`config.mk`:
```
export PLATFORM = sky130hd
export DESIGN_NAME = flat_triangle_scanline_raster_unit
export DESIGN_NICKNAME = d
export VERILOG_FILES = /design/src/rtl/core/ftsr_pkg.sv /design/src/rtl/core/ftsr_cmd_queue.sv /design/src/rtl/core/ftsr_divider.sv /design/src/rtl/core/ftsr_engine.sv /design/src/rtl/core/flat_triangle_scanline_raster_unit.sv
export SDC_FILE = /design/constraint.sdc
export NUM_CORES = 2
export LEC_CHECK = 0
export BUFFER_PORTS_ARGS = -buffer_cell sky130_fd_sc_hd__clkbuf_2
export CAP_MARGIN = 10
export CORE_MARGIN = 4
export CORE_UTILIZATION = 45
export DETAILED_ROUTE_END_ITERATION = 6
export PLACE_DENSITY = 0.6
export SLEW_MARGIN = 20
export SYNTH_ARGS = -nofsm -noshare
export SYNTH_HDL_FRONTEND = slang
export SYNTH_SLANG_ARGS = --single-unit
```
`constraint.sdc`:
```
create_clock -name clock -period 19.5 [get_ports clock]
set_input_delay 2.925 -clock clock [delete_from_list [all_inputs] [get_ports clock]]
set_output_delay 2.925 -clock clock [all_outputs]
set_load 0.005 [all_outputs]
```
`src/rtl/core/ftsr_pkg.sv`:
```
`timescale 1ns / 1ps

package ftsr_pkg;

   // Coordinate format and screen limits
   localparam int COORD_FRAC_BITS = 4;
   localparam int MAX_SCREEN      = 2048;
   localparam int ONE_PX          = 1 << COORD_FRAC_BITS;
   localparam int Q16_SHIFT       = 16 - COORD_FRAC_BITS;

   // Command codes
   localparam logic CMD_LOAD = 1'b0;
   localparam logic CMD_TICK = 1'b1;

   // Register indexes (address bit 2)
   localparam int  CSR_AW            = 3;
   localparam logic REG_SCREEN_WIDTH  = 1'b0;
   localparam logic REG_SCREEN_HEIGHT = 1'b1;

   // Command queue
   localparam int FIFO_DEPTH = 4;
   localparam int FIFO_PW    = $clog2(FIFO_DEPTH);

   // Divider
   localparam int DIV_W  = 48;
   localparam int DIV_CW = $clog2(DIV_W);

   typedef struct packed {
      logic               cmd;
      logic signed [15:0] v0_x;
      logic signed [15:0] v0_y;
      logic signed [15:0] v1_x;
      logic signed [15:0] v1_y;
      logic signed [15:0] v2_x;
      logic signed [15:0] v2_y;
      logic        [31:0] color;
   } req_item_type;

   typedef struct packed {
      logic         valid;
      req_item_type item;
   } q_head_type;

   typedef struct packed {
      logic                    start;
      logic signed [DIV_W-1:0] numer;
      logic        [16:0]      denom;
   } div_req_type;

   typedef struct packed {
      logic                    done;
      logic signed [DIV_W-1:0] quot;
   } div_rsp_type;

   typedef struct packed {
      logic [11:0] width;
      logic [11:0] height;
   } limit_type;

   typedef struct packed {
      logic [10:0] y;
      logic [11:0] x_start;
      logic [11:0] x_end;
      logic [31:0] color;
      logic        empty;
      logic        last;
   } span_type;

   typedef enum logic [1:0] {
      PH_IDLE,
      PH_LOWER,
      PH_UPPER
   } phase_type;

   typedef enum logic [4:0] {
      ST_FETCH,
      ST_LDIV,
      ST_LO_CHK,
      ST_LO_DIV,
      ST_LO_M1,
      ST_LO_M2,
      ST_LO_CMP,
      ST_UP_CHK,
      ST_UP_DIV,
      ST_UP_M1,
      ST_UP_M2,
      ST_UP_M3,
      ST_UP_M4,
      ST_UP_PDIV,
      ST_ROWS,
      ST_SK1,
      ST_SK2,
      ST_SK3,
      ST_EMIT
   } state_type;

endpackage

```
`src/rtl/core/ftsr_cmd_queue.sv`:
```
`timescale 1ns / 1ps

module ftsr_cmd_queue import ftsr_pkg::*; (
   input  logic         clock,
   input  logic         reset,
   input  logic         in_valid,
   input  req_item_type in_item,
   output logic         in_ready,
   output q_head_type   head,
   input  logic         pop
);

   req_item_type         mem_ff [FIFO_DEPTH];
   logic [FIFO_PW-1:0]   wr_ff, wr_in;
   logic [FIFO_PW-1:0]   rd_ff, rd_in;
   logic [FIFO_PW:0]     count_ff, count_in;
   logic                 push;
   logic                 take;

   assign in_ready   = (count_ff != (FIFO_PW+1)'(FIFO_DEPTH));
   assign push       = in_valid && in_ready;
   assign take       = pop && (count_ff != '0);
   assign head.valid = (count_ff != '0);
   assign head.item  = mem_ff[rd_ff];

   // pointer and fill count update
   always_comb begin
      wr_in    = push ? wr_ff + 1'b1 : wr_ff;
      rd_in    = take ? rd_ff + 1'b1 : rd_ff;
      count_in = count_ff;
      if (push && !take) begin
         count_in = count_ff + 1'b1;
      end else if (take && !push) begin
         count_in = count_ff - 1'b1;
      end
   end

   always_ff @(posedge clock) begin
      if (reset) begin
         wr_ff    <= '0;
         rd_ff    <= '0;
         count_ff <= '0;
      end else begin
         wr_ff    <= wr_in;
         rd_ff    <= rd_in;
         count_ff <= count_in;
      end
   end

   // storage
   always_ff @(posedge clock) begin
      if (push) begin
         mem_ff[wr_ff] <= in_item;
      end
   end

endmodule

```
`src/rtl/core/ftsr_divider.sv`:
```
`timescale 1ns / 1ps

// Signed by unsigned restoring divider, one quotient bit per cycle,
// quotient truncated toward zero.
module ftsr_divider import ftsr_pkg::*; (
   input  logic        clock,
   input  logic        reset,
   input  div_req_type req,
   output div_rsp_type rsp
);

   logic                    busy_ff;
   logic                    done_ff;
   logic [DIV_CW-1:0]       cnt_ff;
   logic [DIV_W-1:0]        num_ff, num_in;
   logic [16:0]             rem_ff, rem_in;
   logic [16:0]             den_ff;
   logic                    neg_ff;
   logic signed [DIV_W-1:0] quot_ff;
   logic [DIV_W-1:0]        mag;
   logic [17:0]             rem_sh;
   logic                    ge;
   logic                    last;

   assign mag    = req.numer[DIV_W-1] ? DIV_W'(-req.numer) : DIV_W'(req.numer);
   assign rem_sh = {rem_ff, num_ff[DIV_W-1]};
   assign ge     = (rem_sh >= {1'b0, den_ff});
   assign last   = (cnt_ff == DIV_CW'(DIV_W-1));

   // one restoring step
   always_comb begin
      rem_in = ge ? 17'(rem_sh - {1'b0, den_ff}) : 17'(rem_sh);
      num_in = {num_ff[DIV_W-2:0], ge};
   end

   always_ff @(posedge clock) begin
      if (reset) begin
         busy_ff <= 1'b0;
         done_ff <= 1'b0;
         cnt_ff  <= '0;
      end else begin
         done_ff <= 1'b0;
         if (req.start) begin
            busy_ff <= 1'b1;
            cnt_ff  <= '0;
         end else if (busy_ff) begin
            cnt_ff <= cnt_ff + 1'b1;
            if (last) begin
               busy_ff <= 1'b0;
               done_ff <= 1'b1;
            end
         end
      end
   end

   always_ff @(posedge clock) begin
      if (req.start) begin
         num_ff <= mag;
         rem_ff <= '0;
         den_ff <= req.denom;
         neg_ff <= req.numer[DIV_W-1];
      end else if (busy_ff) begin
         num_ff <= num_in;
         rem_ff <= rem_in;
         if (last) begin
            quot_ff <= neg_ff ? $signed(-num_in) : $signed(num_in);
         end
      end
   end

   assign rsp.done = done_ff;
   assign rsp.quot = quot_ff;

endmodule

```
`src/rtl/core/ftsr_engine.sv`:
```
`timescale 1ns / 1ps

// Back end: triangle setup sequencer and span stepper.
module ftsr_engine import ftsr_pkg::*; (
   input  logic        clock,
   input  logic        reset,
   input  q_head_type  head,
   output logic        head_pop,
   input  limit_type   lim,
   output div_req_type div_req,
   input  div_rsp_type div_rsp,
   output logic        span_valid,
   output span_type    span,
   input  logic        span_ready
);

   state_type          state_ff, state_in;
   phase_type          phase_ff;
   logic signed [15:0] mnx_ff, mny_ff, mdx_ff, mdy_ff, mxx_ff, mxy_ff;
   logic signed [31:0] long_slope_ff, short_slope_ff, left_ff, right_ff;
   logic [11:0]        cur_row_ff, end_row_ff, skip_ff;
   logic [31:0]        color_ff;
   logic               long_right_ff, half_up_ff, from_tick_ff;
   logic signed [50:0] prod_ff, p1_ff;
   logic signed [32:0] mul_a;
   logic signed [17:0] mul_b;
   logic [10:0]        st_y_ff;
   logic [11:0]        st_xs_ff, st_xe_ff;
   span_type           span_ff;
   logic               span_valid_ff;

   function automatic logic signed [31:0] sat32(input logic signed [52:0] v);
      if (v > 53'sh7FFFFFFF) begin
         return 32'sh7FFFFFFF;
      end else if (v < -(53'sh80000000)) begin
         return 32'sh80000000;
      end
      return v[31:0];
   endfunction

   function automatic logic signed [12:0] rnd_coord(input logic signed [15:0] v);
      logic signed [16:0] t;
      t = 17'(v) + 17'(ONE_PX / 2);
      return 13'(t >>> COORD_FRAC_BITS);
   endfunction

   function automatic logic signed [16:0] rnd_q16(input logic signed [31:0] v);
      logic signed [32:0] t;
      t = 33'(v) + 33'sd32768;
      return 17'(t >>> 16);
   endfunction

   function automatic logic [11:0] clamp_x(input logic signed [16:0] v,
                                           input logic [11:0] w);
      if (v < 0) begin
         return 12'd0;
      end else if (v > $signed({5'b0, w})) begin
         return w;
      end
      return v[11:0];
   endfunction

   function automatic logic signed [DIV_W-1:0] shl16(input logic signed [16:0] d);
      return $signed({{(DIV_W-33){d[16]}}, d, 16'b0});
   endfunction

   function automatic logic signed [31:0] to_q16(input logic signed [15:0] v);
      return 32'(v) <<< Q16_SHIFT;
   endfunction

   // vertex sort of the queue head
   req_item_type       it;
   logic signed [15:0] s_lo_x, s_lo_y, s_md_x, s_md_y, s_hi_x, s_hi_y;
   logic signed [15:0] a_lo_x, a_lo_y, a_hi_x, a_hi_y;
   logic signed [16:0] s_dx, s_dy;
   logic               is_load;

   assign it      = head.item;
   assign is_load = (it.cmd == CMD_LOAD);

   always_comb begin
      if (it.v0_y > it.v1_y) begin
         a_lo_x = it.v1_x; a_lo_y = it.v1_y; a_hi_x = it.v0_x; a_hi_y = it.v0_y;
      end else begin
         a_lo_x = it.v0_x; a_lo_y = it.v0_y; a_hi_x = it.v1_x; a_hi_y = it.v1_y;
      end
      s_lo_x = a_lo_x; s_lo_y = a_lo_y; s_hi_x = a_hi_x; s_hi_y = a_hi_y;
      s_md_x = it.v2_x; s_md_y = it.v2_y;
      if (it.v2_y > a_hi_y) begin
         s_md_x = a_hi_x; s_md_y = a_hi_y; s_hi_x = it.v2_x; s_hi_y = it.v2_y;
      end else if (it.v2_y < a_lo_y) begin
         s_md_x = a_lo_x; s_md_y = a_lo_y; s_lo_x = it.v2_x; s_lo_y = it.v2_y;
      end
      s_dx = 17'(s_hi_x) - 17'(s_lo_x);
      s_dy = 17'(s_hi_y) - 17'(s_lo_y);
   end

   // edge deltas of the stored triangle
   logic signed [16:0] d_dx, d_dy, d_bx, d_by, d_tx, d_ty;

   assign d_dx = 17'(mxx_ff) - 17'(mnx_ff);
   assign d_dy = 17'(mxy_ff) - 17'(mny_ff);
   assign d_bx = 17'(mdx_ff) - 17'(mnx_ff);
   assign d_by = 17'(mdy_ff) - 17'(mny_ff);
   assign d_tx = 17'(mxx_ff) - 17'(mdx_ff);
   assign d_ty = 17'(mxy_ff) - 17'(mdy_ff);

   // span step
   logic signed [31:0] lslope, rslope, left_adv, right_adv, mq, px;
   logic [11:0]        row_nx;
   logic               half_done;
   logic               tick_live;

   assign lslope    = long_right_ff ? short_slope_ff : long_slope_ff;
   assign rslope    = long_right_ff ? long_slope_ff : short_slope_ff;
   assign left_adv  = sat32(53'(left_ff) + 53'(lslope));
   assign right_adv = sat32(53'(right_ff) + 53'(rslope));
   assign row_nx    = cur_row_ff + 12'd1;
   assign half_done = (row_nx >= end_row_ff);
   assign tick_live = (phase_ff != PH_IDLE);
   assign mq        = to_q16(mdx_ff);
   assign px        = sat32(53'(to_q16(mnx_ff)) + 53'(div_rsp.quot));

   // row range of the pending half, clipped to the screen
   logic signed [12:0] ys, ye;
   logic signed [13:0] ys_c, ye_c, h14, ys_neg;
   logic [11:0]        skip_c;
   logic               rows_ok;

   always_comb begin
      ys     = half_up_ff ? rnd_coord(mdy_ff) : rnd_coord(mny_ff);
      ye     = half_up_ff ? rnd_coord(mxy_ff) : rnd_coord(mdy_ff);
      h14    = $signed({2'b00, lim.height});
      ys_neg = 14'sd0 - 14'(ys);
      ys_c   = (ys < 0) ? 14'sd0 : 14'(ys);
      skip_c = (ys < 0) ? ys_neg[11:0] : 12'd0;
      ye_c   = (14'(ye) > h14) ? h14 : 14'(ye);
      rows_ok = (ys_c < ye_c);
   end

   state_type fin;
   assign fin = from_tick_ff ? ST_EMIT : ST_FETCH;

   // next state
   always_comb begin
      state_in = state_ff;
      case (state_ff)
         ST_FETCH: begin
            if (head.valid) begin
               if (is_load) begin
                  state_in = (s_dy < ONE_PX) ? ST_FETCH : ST_LDIV;
               end else if (tick_live) begin
                  state_in = (half_done && phase_ff == PH_LOWER) ? ST_UP_CHK : ST_EMIT;
               end
            end
         end
         ST_LDIV:    if (div_rsp.done) state_in = ST_LO_CHK;
         ST_LO_CHK:  state_in = (d_by > ONE_PX) ? ST_LO_DIV : ST_UP_CHK;
         ST_LO_DIV:  if (div_rsp.done) state_in = ST_LO_M1;
         ST_LO_M1:   state_in = ST_LO_M2;
         ST_LO_M2:   state_in = ST_LO_CMP;
         ST_LO_CMP:  state_in = ST_ROWS;
         ST_UP_CHK:  state_in = (d_ty > ONE_PX) ? ST_UP_DIV : fin;
         ST_UP_DIV:  if (div_rsp.done) state_in = ST_UP_M1;
         ST_UP_M1:   state_in = ST_UP_M2;
         ST_UP_M2:   state_in = ST_UP_M3;
         ST_UP_M3:   state_in = ST_UP_M4;
         ST_UP_M4:   state_in = ST_UP_PDIV;
         ST_UP_PDIV: if (div_rsp.done) state_in = ST_ROWS;
         ST_ROWS: begin
            if (rows_ok) begin
               state_in = ST_SK1;
            end else begin
               state_in = half_up_ff ? fin : ST_UP_CHK;
            end
         end
         ST_SK1:     state_in = ST_SK2;
         ST_SK2:     state_in = ST_SK3;
         ST_SK3:     state_in = fin;
         ST_EMIT:    if (!span_valid_ff || span_ready) state_in = ST_FETCH;
         default:    state_in = ST_FETCH;
      endcase
   end

   // state outputs: queue pop, multiplier operands, divider requests
   always_comb begin
      head_pop      = 1'b0;
      mul_a         = '0;
      mul_b         = '0;
      div_req.start = 1'b0;
      div_req.numer = '0;
      div_req.denom = '0;
      case (state_ff)
         ST_FETCH: begin
            head_pop = head.valid;
            if (head.valid && is_load && s_dy >= ONE_PX) begin
               div_req.start = 1'b1;
               div_req.numer = shl16(s_dx);
               div_req.denom = s_dy;
            end
         end
         ST_LO_CHK: begin
            if (d_by > ONE_PX) begin
               div_req.start = 1'b1;
               div_req.numer = shl16(d_bx);
               div_req.denom = d_by;
            end
         end
         ST_UP_CHK: begin
            if (d_ty > ONE_PX) begin
               div_req.start = 1'b1;
               div_req.numer = shl16(d_tx);
               div_req.denom = d_ty;
            end
         end
         ST_LO_M1: begin mul_a = 33'(d_dx); mul_b = 18'(d_by); end
         ST_LO_M2: begin mul_a = 33'(d_bx); mul_b = 18'(d_dy); end
         ST_UP_M1: begin mul_a = 33'(d_tx); mul_b = 18'(d_dy); end
         ST_UP_M2: begin mul_a = 33'(d_dx); mul_b = 18'(d_ty); end
         ST_UP_M3: begin mul_a = 33'(d_dx); mul_b = 18'(d_by); end
         ST_UP_M4: begin
            div_req.start = 1'b1;
            div_req.numer = $signed(DIV_W'(prod_ff)) <<< Q16_SHIFT;
            div_req.denom = d_dy;
         end
         ST_SK1: begin mul_a = 33'(lslope); mul_b = $signed({6'b0, skip_ff}); end
         ST_SK2: begin mul_a = 33'(rslope); mul_b = $signed({6'b0, skip_ff}); end
         default: begin
         end
      endcase
   end

   // shared multiplier, registered
   always_ff @(posedge clock) begin
      prod_ff <= mul_a * mul_b;
   end

   always_ff @(posedge clock) begin
      if (reset) begin
         state_ff <= ST_FETCH;
      end else begin
         state_ff <= state_in;
      end
   end

   // control state
   always_ff @(posedge clock) begin
      if (reset) begin
         phase_ff     <= PH_IDLE;
         half_up_ff   <= 1'b0;
         from_tick_ff <= 1'b0;
      end else begin
         case (state_ff)
            ST_FETCH: begin
               if (head.valid) begin
                  if (is_load) begin
                     phase_ff     <= PH_IDLE;
                     from_tick_ff <= 1'b0;
                  end else if (tick_live && half_done) begin
                     if (phase_ff == PH_LOWER) begin
                        from_tick_ff <= 1'b1;
                     end else begin
                        phase_ff <= PH_IDLE;
                     end
                  end
               end
            end
            ST_LO_CMP: half_up_ff <= 1'b0;
            ST_UP_CHK: begin
               half_up_ff <= 1'b1;
               if (!(d_ty > ONE_PX)) begin
                  phase_ff <= PH_IDLE;
               end
            end
            ST_ROWS: begin
               if (rows_ok) begin
                  phase_ff <= half_up_ff ? PH_UPPER : PH_LOWER;
               end else if (half_up_ff) begin
                  phase_ff <= PH_IDLE;
               end
            end
            default: begin
            end
         endcase
      end
   end

   // triangle and edge datapath
   always_ff @(posedge clock) begin
      case (state_ff)
         ST_FETCH: begin
            if (head.valid) begin
               if (is_load) begin
                  mnx_ff   <= s_lo_x; mny_ff <= s_lo_y;
                  mdx_ff   <= s_md_x; mdy_ff <= s_md_y;
                  mxx_ff   <= s_hi_x; mxy_ff <= s_hi_y;
                  color_ff <= it.color;
               end else if (tick_live) begin
                  st_y_ff    <= cur_row_ff[10:0];
                  st_xs_ff   <= clamp_x(rnd_q16(left_ff), lim.width);
                  st_xe_ff   <= clamp_x(rnd_q16(right_ff), lim.width);
                  left_ff    <= left_adv;
                  right_ff   <= right_adv;
                  cur_row_ff <= row_nx;
               end
            end
         end
         ST_LDIV:   if (div_rsp.done) long_slope_ff <= sat32(53'(div_rsp.quot));
         ST_LO_DIV: if (div_rsp.done) short_slope_ff <= sat32(53'(div_rsp.quot));
         ST_UP_DIV: if (div_rsp.done) short_slope_ff <= sat32(53'(div_rsp.quot));
         ST_LO_M2:  p1_ff <= prod_ff;
         ST_UP_M2:  p1_ff <= prod_ff;
         ST_LO_CMP: begin
            long_right_ff <= (p1_ff > prod_ff);
            left_ff       <= to_q16(mnx_ff);
            right_ff      <= to_q16(mnx_ff);
         end
         ST_UP_M3:  long_right_ff <= (p1_ff > prod_ff);
         ST_UP_PDIV: begin
            if (div_rsp.done) begin
               left_ff  <= long_right_ff ? mq : px;
               right_ff <= long_right_ff ? px : mq;
            end
         end
         ST_ROWS: begin
            if (rows_ok) begin
               cur_row_ff <= ys_c[11:0];
               end_row_ff <= ye_c[11:0];
               skip_ff    <= skip_c;
            end
         end
         ST_SK2: left_ff  <= sat32(53'(left_ff) + 53'(prod_ff));
         ST_SK3: right_ff <= sat32(53'(right_ff) + 53'(prod_ff));
         default: begin
         end
      endcase
   end

   // output register
   logic emit_load;
   assign emit_load = (state_ff == ST_EMIT) && (!span_valid_ff || span_ready);

   always_ff @(posedge clock) begin
      if (reset) begin
         span_valid_ff <= 1'b0;
      end else if (emit_load) begin
         span_valid_ff <= 1'b1;
      end else if (span_ready) begin
         span_valid_ff <= 1'b0;
      end
   end

   always_ff @(posedge clock) begin
      if (emit_load) begin
         span_ff.y       <= st_y_ff;
         span_ff.x_start <= st_xs_ff;
         span_ff.x_end   <= st_xe_ff;
         span_ff.color   <= color_ff;
         span_ff.empty   <= (st_xs_ff >= st_xe_ff);
         span_ff.last    <= (phase_ff == PH_IDLE);
      end
   end

   assign span_valid = span_valid_ff;
   assign span       = span_ff;

   // a new span only ever comes out of the emit state
   a_emit_src: assert property (@(posedge clock) disable iff (reset)
      $rose(span_valid_ff) |-> $past(state_ff) == ST_EMIT)
      else $error("span loaded outside emit state");

   // an active half always has a row left when the next item is fetched
   a_row_left: assert property (@(posedge clock) disable iff (reset)
      (state_ff == ST_FETCH && phase_ff != PH_IDLE) |-> cur_row_ff < end_row_ff)
      else $error("active half without rows");

   // divider results arrive only while the sequencer waits for them
   a_div_wait: assert property (@(posedge clock) disable iff (reset)
      div_rsp.done |-> (state_ff == ST_LDIV || state_ff == ST_LO_DIV ||
                        state_ff == ST_UP_DIV || state_ff == ST_UP_PDIV))
      else $error("divider done outside a wait state");

endmodule

```
`src/rtl/core/flat_triangle_scanline_raster_unit.sv`:
```
`timescale 1ns / 1ps

// Channel  Dir  Handshake              Payload
// req      in   req_tvalid/req_tready  tdata vertices and color, tuser command
// rsp      out  rsp_tvalid/rsp_tready  tdata span, tuser empty, tlast last span
// csr      in   APB psel/penable       screen_width @0x0, screen_height @0x4
//
// While a half runs, a tick passes through the fetch state and the emit
// state, which loads the output register. A load runs one division of the
// serial divider for the long edge and one per half setup (the upper half
// needs two), plus multiply steps on the shared multiplier; a tick that
// ends the lower half also carries the upper half setup.
// A 4-entry command queue keeps accepting items while setup runs or a span
// waits in the output register. Synchronous reset; no clearing pass.
module flat_triangle_scanline_raster_unit import ftsr_pkg::*; (
   input  logic              clock,
   input  logic              reset,
   input  logic              req_tvalid,
   output logic              req_tready,
   // v0_x, v0_y, v1_x, v1_y, v2_x, v2_y (16 each), fill_color (32)
   input  logic [127:0]      req_tdata,
   // cmd
   input  logic              req_tuser,
   output logic              rsp_tvalid,
   input  logic              rsp_tready,
   // span_y (11), span_x_start (12), span_x_end (12), span_color (32), zero pad (5)
   output logic [71:0]       rsp_tdata,
   // span_empty
   output logic              rsp_tuser,
   output logic              rsp_tlast,
   input  logic              csr_psel,
   input  logic              csr_penable,
   input  logic              csr_pwrite,
   input  logic [CSR_AW-1:0] csr_paddr,
   input  logic [31:0]       csr_pwdata,
   output logic [31:0]       csr_prdata,
   output logic              csr_pready
);

   logic [11:0]  width_ff, height_ff;
   logic         csr_wr;
   limit_type    lim;
   req_item_type in_item;
   q_head_type   head;
   logic         head_pop;
   div_req_type  div_req;
   div_rsp_type  div_rsp;
   span_type     span;

   // configuration registers
   assign csr_pready = 1'b1;
   assign csr_wr     = csr_psel && csr_penable && csr_pwrite && csr_pready;

   always_ff @(posedge clock) begin
      if (reset) begin
         width_ff  <= 12'd640;
         height_ff <= 12'd480;
      end else if (csr_wr) begin
         case (csr_paddr[CSR_AW-1])
            REG_SCREEN_WIDTH:  width_ff  <= csr_pwdata[11:0];
            REG_SCREEN_HEIGHT: height_ff <= csr_pwdata[11:0];
            default: begin
            end
         endcase
      end
   end

   always_comb begin
      case (csr_paddr[CSR_AW-1])
         REG_SCREEN_WIDTH:  csr_prdata = {20'b0, width_ff};
         REG_SCREEN_HEIGHT: csr_prdata = {20'b0, height_ff};
         default:           csr_prdata = '0;
      endcase
   end

   // effective clip limits
   assign lim.width  = (width_ff > 12'(MAX_SCREEN)) ? 12'(MAX_SCREEN) : width_ff;
   assign lim.height = (height_ff > 12'(MAX_SCREEN)) ? 12'(MAX_SCREEN) : height_ff;

   // input unpack
   assign in_item.cmd   = req_tuser;
   assign in_item.v0_x  = req_tdata[15:0];
   assign in_item.v0_y  = req_tdata[31:16];
   assign in_item.v1_x  = req_tdata[47:32];
   assign in_item.v1_y  = req_tdata[63:48];
   assign in_item.v2_x  = req_tdata[79:64];
   assign in_item.v2_y  = req_tdata[95:80];
   assign in_item.color = req_tdata[127:96];

   ftsr_cmd_queue u_queue (
      .clock    (clock),
      .reset    (reset),
      .in_valid (req_tvalid),
      .in_item  (in_item),
      .in_ready (req_tready),
      .head     (head),
      .pop      (head_pop)
   );

   ftsr_divider u_div (
      .clock (clock),
      .reset (reset),
      .req   (div_req),
      .rsp   (div_rsp)
   );

   ftsr_engine u_engine (
      .clock      (clock),
      .reset      (reset),
      .head       (head),
      .head_pop   (head_pop),
      .lim        (lim),
      .div_req    (div_req),
      .div_rsp    (div_rsp),
      .span_valid (rsp_tvalid),
      .span       (span),
      .span_ready (rsp_tready)
   );

   // output pack
   assign rsp_tdata = {5'b0, span.color, span.x_end, span.x_start, span.y};
   assign rsp_tuser = span.empty;
   assign rsp_tlast = span.last;

endmodule
```
==> impl_results.md <==
* Maximum root-to-sink buffer count at 3
* Sum of routed wire length over all layers at 278 mm
* Worst Hold Path Cells at 0
* Slowest stage cell, crit path: sky130_fd_sc_hd__mux4_2
* Setup-violating endpoint count in the final report at 0
* Category of the most critical setup path: flop to flop
* Seq/Total Area, Yosys at 0.378
* Static Leak at 41.4 nW
* Max capacitance violation total at 0
* Number of setup buffers added after CTS at 0
* Mean number of vias per cell at 5.83
* I/O pin count at 280
* Placement Setup Slack at 6.24 ns
* Fraction of the mapped netlist area in compound gates at 0.135
* Initial antenna violation count at 13
* All-Layer GR Usage at 0.260
* Crit share post-route at 0.685
* Hpwl dp at 215 mm
* RSZ-0062 raised after global routing: false
* Worst VDD drop at 0.255 mV
* Overall via count from detail_route at 69,100
* Largest net degree at the start of global routing at 112
* Global-route wire length before repair at 421 mm
* Count of cell types in the netlist at 101
* Port Buffer Count at 231
* Width of the die at 460 microns
* Routed wire length per instance at 23.4 microns
* Std-Cell Rows at 165
* Latest clock arrival within the worst-skew pair at 0.81 ns
* Top fanout value on the critical path at 83
* Yosys Warn Count at 0
* Clock skew at 0.0504 ns
* Total Power Consumption at 17.9 mW
* Simple-gate area share of the yosys netlist at 0.121
* Via count of the first global-routing pass at 68,800
* Adder-Cell Fraction of Synth Area at 0.212
* Setup slack of the critical path after layout at 6.14 ns
* Largest family of logic cells by synthesized area: adder cells
* Multi-input gate area at 52,100 sq um
* Total negative slack for setup checks at 0 ns
* Clock buffer count from CTS at 134
* Count of TritonRoute iterations in the first routing pass at 7
* Share of cell area taken by muxes after synthesis at 0.0516
* Core Region at 203,000 sq um
* R2R cell count at 42
* Number of max-slew violations in the final report at 0
* Clock Pin Slew Worst Setup and Hold Paths at 0.06 ns
* Tightest slew margin relative to the limit at 0.229
* Share of flip-flops with an asynchronous set or reset at 0
* Number of hold violations in the final report at 0
* Worst Hold Path EP: u_engine.span[11]$_DFFE_PP_
* Total power divided by cell area at 178 nW/um^2
* Overall die height at 460 microns
* Total congestion overflow at 0
* Top_reg_cell synth: sky130_fd_sc_hd__edfxtp_1
* Remaining antenna violation count after routing at 0
* Final weighted congestion in routability-driven placement at 0.961
* Detailed router's first-iteration violation count at 6,060
* Transition at the pin with the smallest max-transition slack at 1.14 ns
* Initial Utilization at 0.454
* Register Area at 34,800 sq um
* Die outline area at 212,000 sq um
* Fmax at 74.8 MHz
* Worst hold path class: flop to flop
* Endpoint of the worst-slack reg-to-reg timing path: u_div.quot_ff[32]$_DFFE_PP_
* Remaining design rule violation count at 0
* Area added between synthesis and finish at 9.43%
* Required time reported for the critical path endpoint at 19.89 ns
* NumNets Final at 10,500
* Critical path's most frequent cell: sky130_fd_sc_hd__buf_4
* CTS Root Buffer Type: sky130_fd_sc_hd__clkbuf_16
* Crit path time final at 13.36 ns
* CTS sink cnt at 1,197
* Gate count after technology mapping at 8,935
* Number of storage elements in the synthesis netlist at 1,197
* Fraction of final layout cells with drive strength greater than 1 at 0.0952
* Number of filler instances in the final layout at 18,400
* Number of synthesized flops with an enable pin at 1,078
* Result of the run: completed
* Stage delay of the slowest cell on the critical path at 0.67 ns
* Critical Path AT at 13.75 ns
* Post-synthesis instance area at 92,000 sq um
* Post-synthesis share of cell area spent on xor and xnor gates at 0.0417
* Start point of the worst hold path: u_engine.color_ff[9]$_DFFE_PP_
* Post-CTS Hold Buffers at 0
* CP Capture Type: flop
* Mean Syn Cell Area at 10.3 sq um
* Resize count post-CTS at 0
* TritonCTS clock tree: done
* Internal reg-to-reg setup slack at 6.14 ns
* Count of H-tree levels built during CTS at 4
* Setup crit start kind: flop
[cells by family (layout without fill, tap and decap cells)]
logic type               count (synthesis)  in the layout
flip-flops                            1197           1197
XOR/XNOR                               438            438
other                                    2             32
multiplexers                           304            304
AND/OR/NAND/NOR                       2394           2394
adder cells (fa/ha/maj)               1218           1218
AO/OA/AOI/OAI                         1939           1939
buffers and inverters                 1443           1658
[synth_stat cells, drive strengths merged, types with 67 or more instances]
cell type	instances	area [sq um]
nor2b	119	744
nor2	473	1780
xor2	112	981
nand2b	101	632
nand3	155	781
mux4	126	2840
a31oi	89	557
o21ai	443	2220
ha	645	8070
fa	573	11500
a21oi	577	2890
clkbuf	302	1130
edfxtp	1078	32400
nor3	132	661
a21o	172	1290
buf	71	377
dfxtp	119	2380
and3	67	419
o21a	68	510
inv	1068	4010
xnor2	326	2860
mux2	94	1060
nand2	981	3680
nand4	80	500
and2	90	563
mux2i	84	845
[worst max-delay path by stage]
stage / startpoint / endpoint / slack (ns)
after floorplan: flop / u_div.quot_ff[0]$_DFFE_PP_ / 7.26
after global placement: flop / u_div.quot_ff[40]$_DFFE_PP_ / 6.43
after detailed placement: flop / u_div.quot_ff[33]$_DFFE_PP_ / 6.24
after CTS: flop / u_div.quot_ff[15]$_DFFE_PP_ / 6.16
after global routing: flop / u_div.quot_ff[44]$_DFFE_PP_ / 5.06
final: flop / u_div.quot_ff[32]$_DFFE_PP_ / 6.14
[layout make-up]
| class | instances | area share |
|---|---|---|
| diodes | 6 | 0.000149 |
| clock buffers | 170 | 0.0353 |
| clock inverters | 73 | 0.00806 |
| inverters | 1070 | 0.0399 |
| multi-input cells | 6319 | 0.518 |
| flip-flops and latches | 1197 | 0.345 |
| well taps | 2672 | 0.0332 |
| repair buffers | 345 | 0.0204 |
[through the flow]
step,hold WS [ns],instance area [sq um],util,instances
CTS,0.418,101000,0.496,11800
global route,0.424,101000,0.496,11800
detailed placement,0.405,96200,0.475,11600
floorplan,0.400,92100,-,8959
finish,0.418,101000,0.496,11900
global placement,0.400,96200,0.475,11600
[power by group]
group	switching, mW	internal (mW)
clock network	1.10	1.42
registers	0.535	3.61
logic	7.25	3.97
[metal layers]
metal	wire length, microns	track usage	part of all wire	up-vias
met4	14900	0.121	0.054	10
met5	73	0	0.00026	-
met2	126000	0.414	0.45	2389
met3	18900	0.0417	0.068	592
met1	118000	0.351	0.42	34400
li1	-	-	-	31700
[worst max-delay path, delay by kind of cell (launching register included)]
family / cells / cell delay, ns
buffers and inverters: 11 / 3.95
AOI/OAI and AO/OA: 14 / 3.87
and+or+nand+nor: 12 / 2.38
adders and majority gates: 3 / 0.94
muxes: 1 / 0.67
DFF: 1 / 0.60
xor gates and xnor gates: 1 / 0.27
[layout by cell type, fill, tap and decap left out, types with 80 or more instances in the layout]
master and count:
sky130_fd_sc_hd__buf_4 111, sky130_fd_sc_hd__mux2_2 93, sky130_fd_sc_hd__xnor2_1 326, sky130_fd_sc_hd__nor2b_1 118
sky130_fd_sc_hd__nor3_1 128, sky130_fd_sc_hd__xor2_1 112, sky130_fd_sc_hd__nor2_1 467, sky130_fd_sc_hd__clkbuf_16 135
sky130_fd_sc_hd__dfxtp_1 116, sky130_fd_sc_hd__edfxtp_1 1078, sky130_fd_sc_hd__nand2_1 978, sky130_fd_sc_hd__o21ai_0 427
sky130_fd_sc_hd__ha_1 645, sky130_fd_sc_hd__mux4_2 126, sky130_fd_sc_hd__mux2i_1 83, sky130_fd_sc_hd__inv_1 1066
sky130_fd_sc_hd__nand2b_1 101, sky130_fd_sc_hd__clkbuf_2 231, sky130_fd_sc_hd__a21oi_1 572, sky130_fd_sc_hd__nand4_1 80
sky130_fd_sc_hd__and2_1 88, sky130_fd_sc_hd__fa_1 573, sky130_fd_sc_hd__a31oi_1 87, sky130_fd_sc_hd__nand3_1 154
sky130_fd_sc_hd__a21o_1 172
[sequential cells by signal, indices dropped and copies added (netlist names), 17 cells and up, named ones only]
| name | flops |
|---|---|
| u_engine.short_slope_ff | 32 |
| u_engine.right_ff | 32 |
| u_engine.color_ff | 32 |
| u_engine.span | 69 |
| u_queue.mem_ff | 516 |
| u_engine.long_slope_ff | 32 |
| u_div.num_ff | 48 |
| u_div.quot_ff | 48 |
| u_engine.p1_ff | 51 |
| u_engine.left_ff | 32 |
| u_div.rem_ff | 17 |
| u_div.den_ff | 17 |
| u_engine.prod_ff | 51 |
Power figures use the tool's default switching activity.
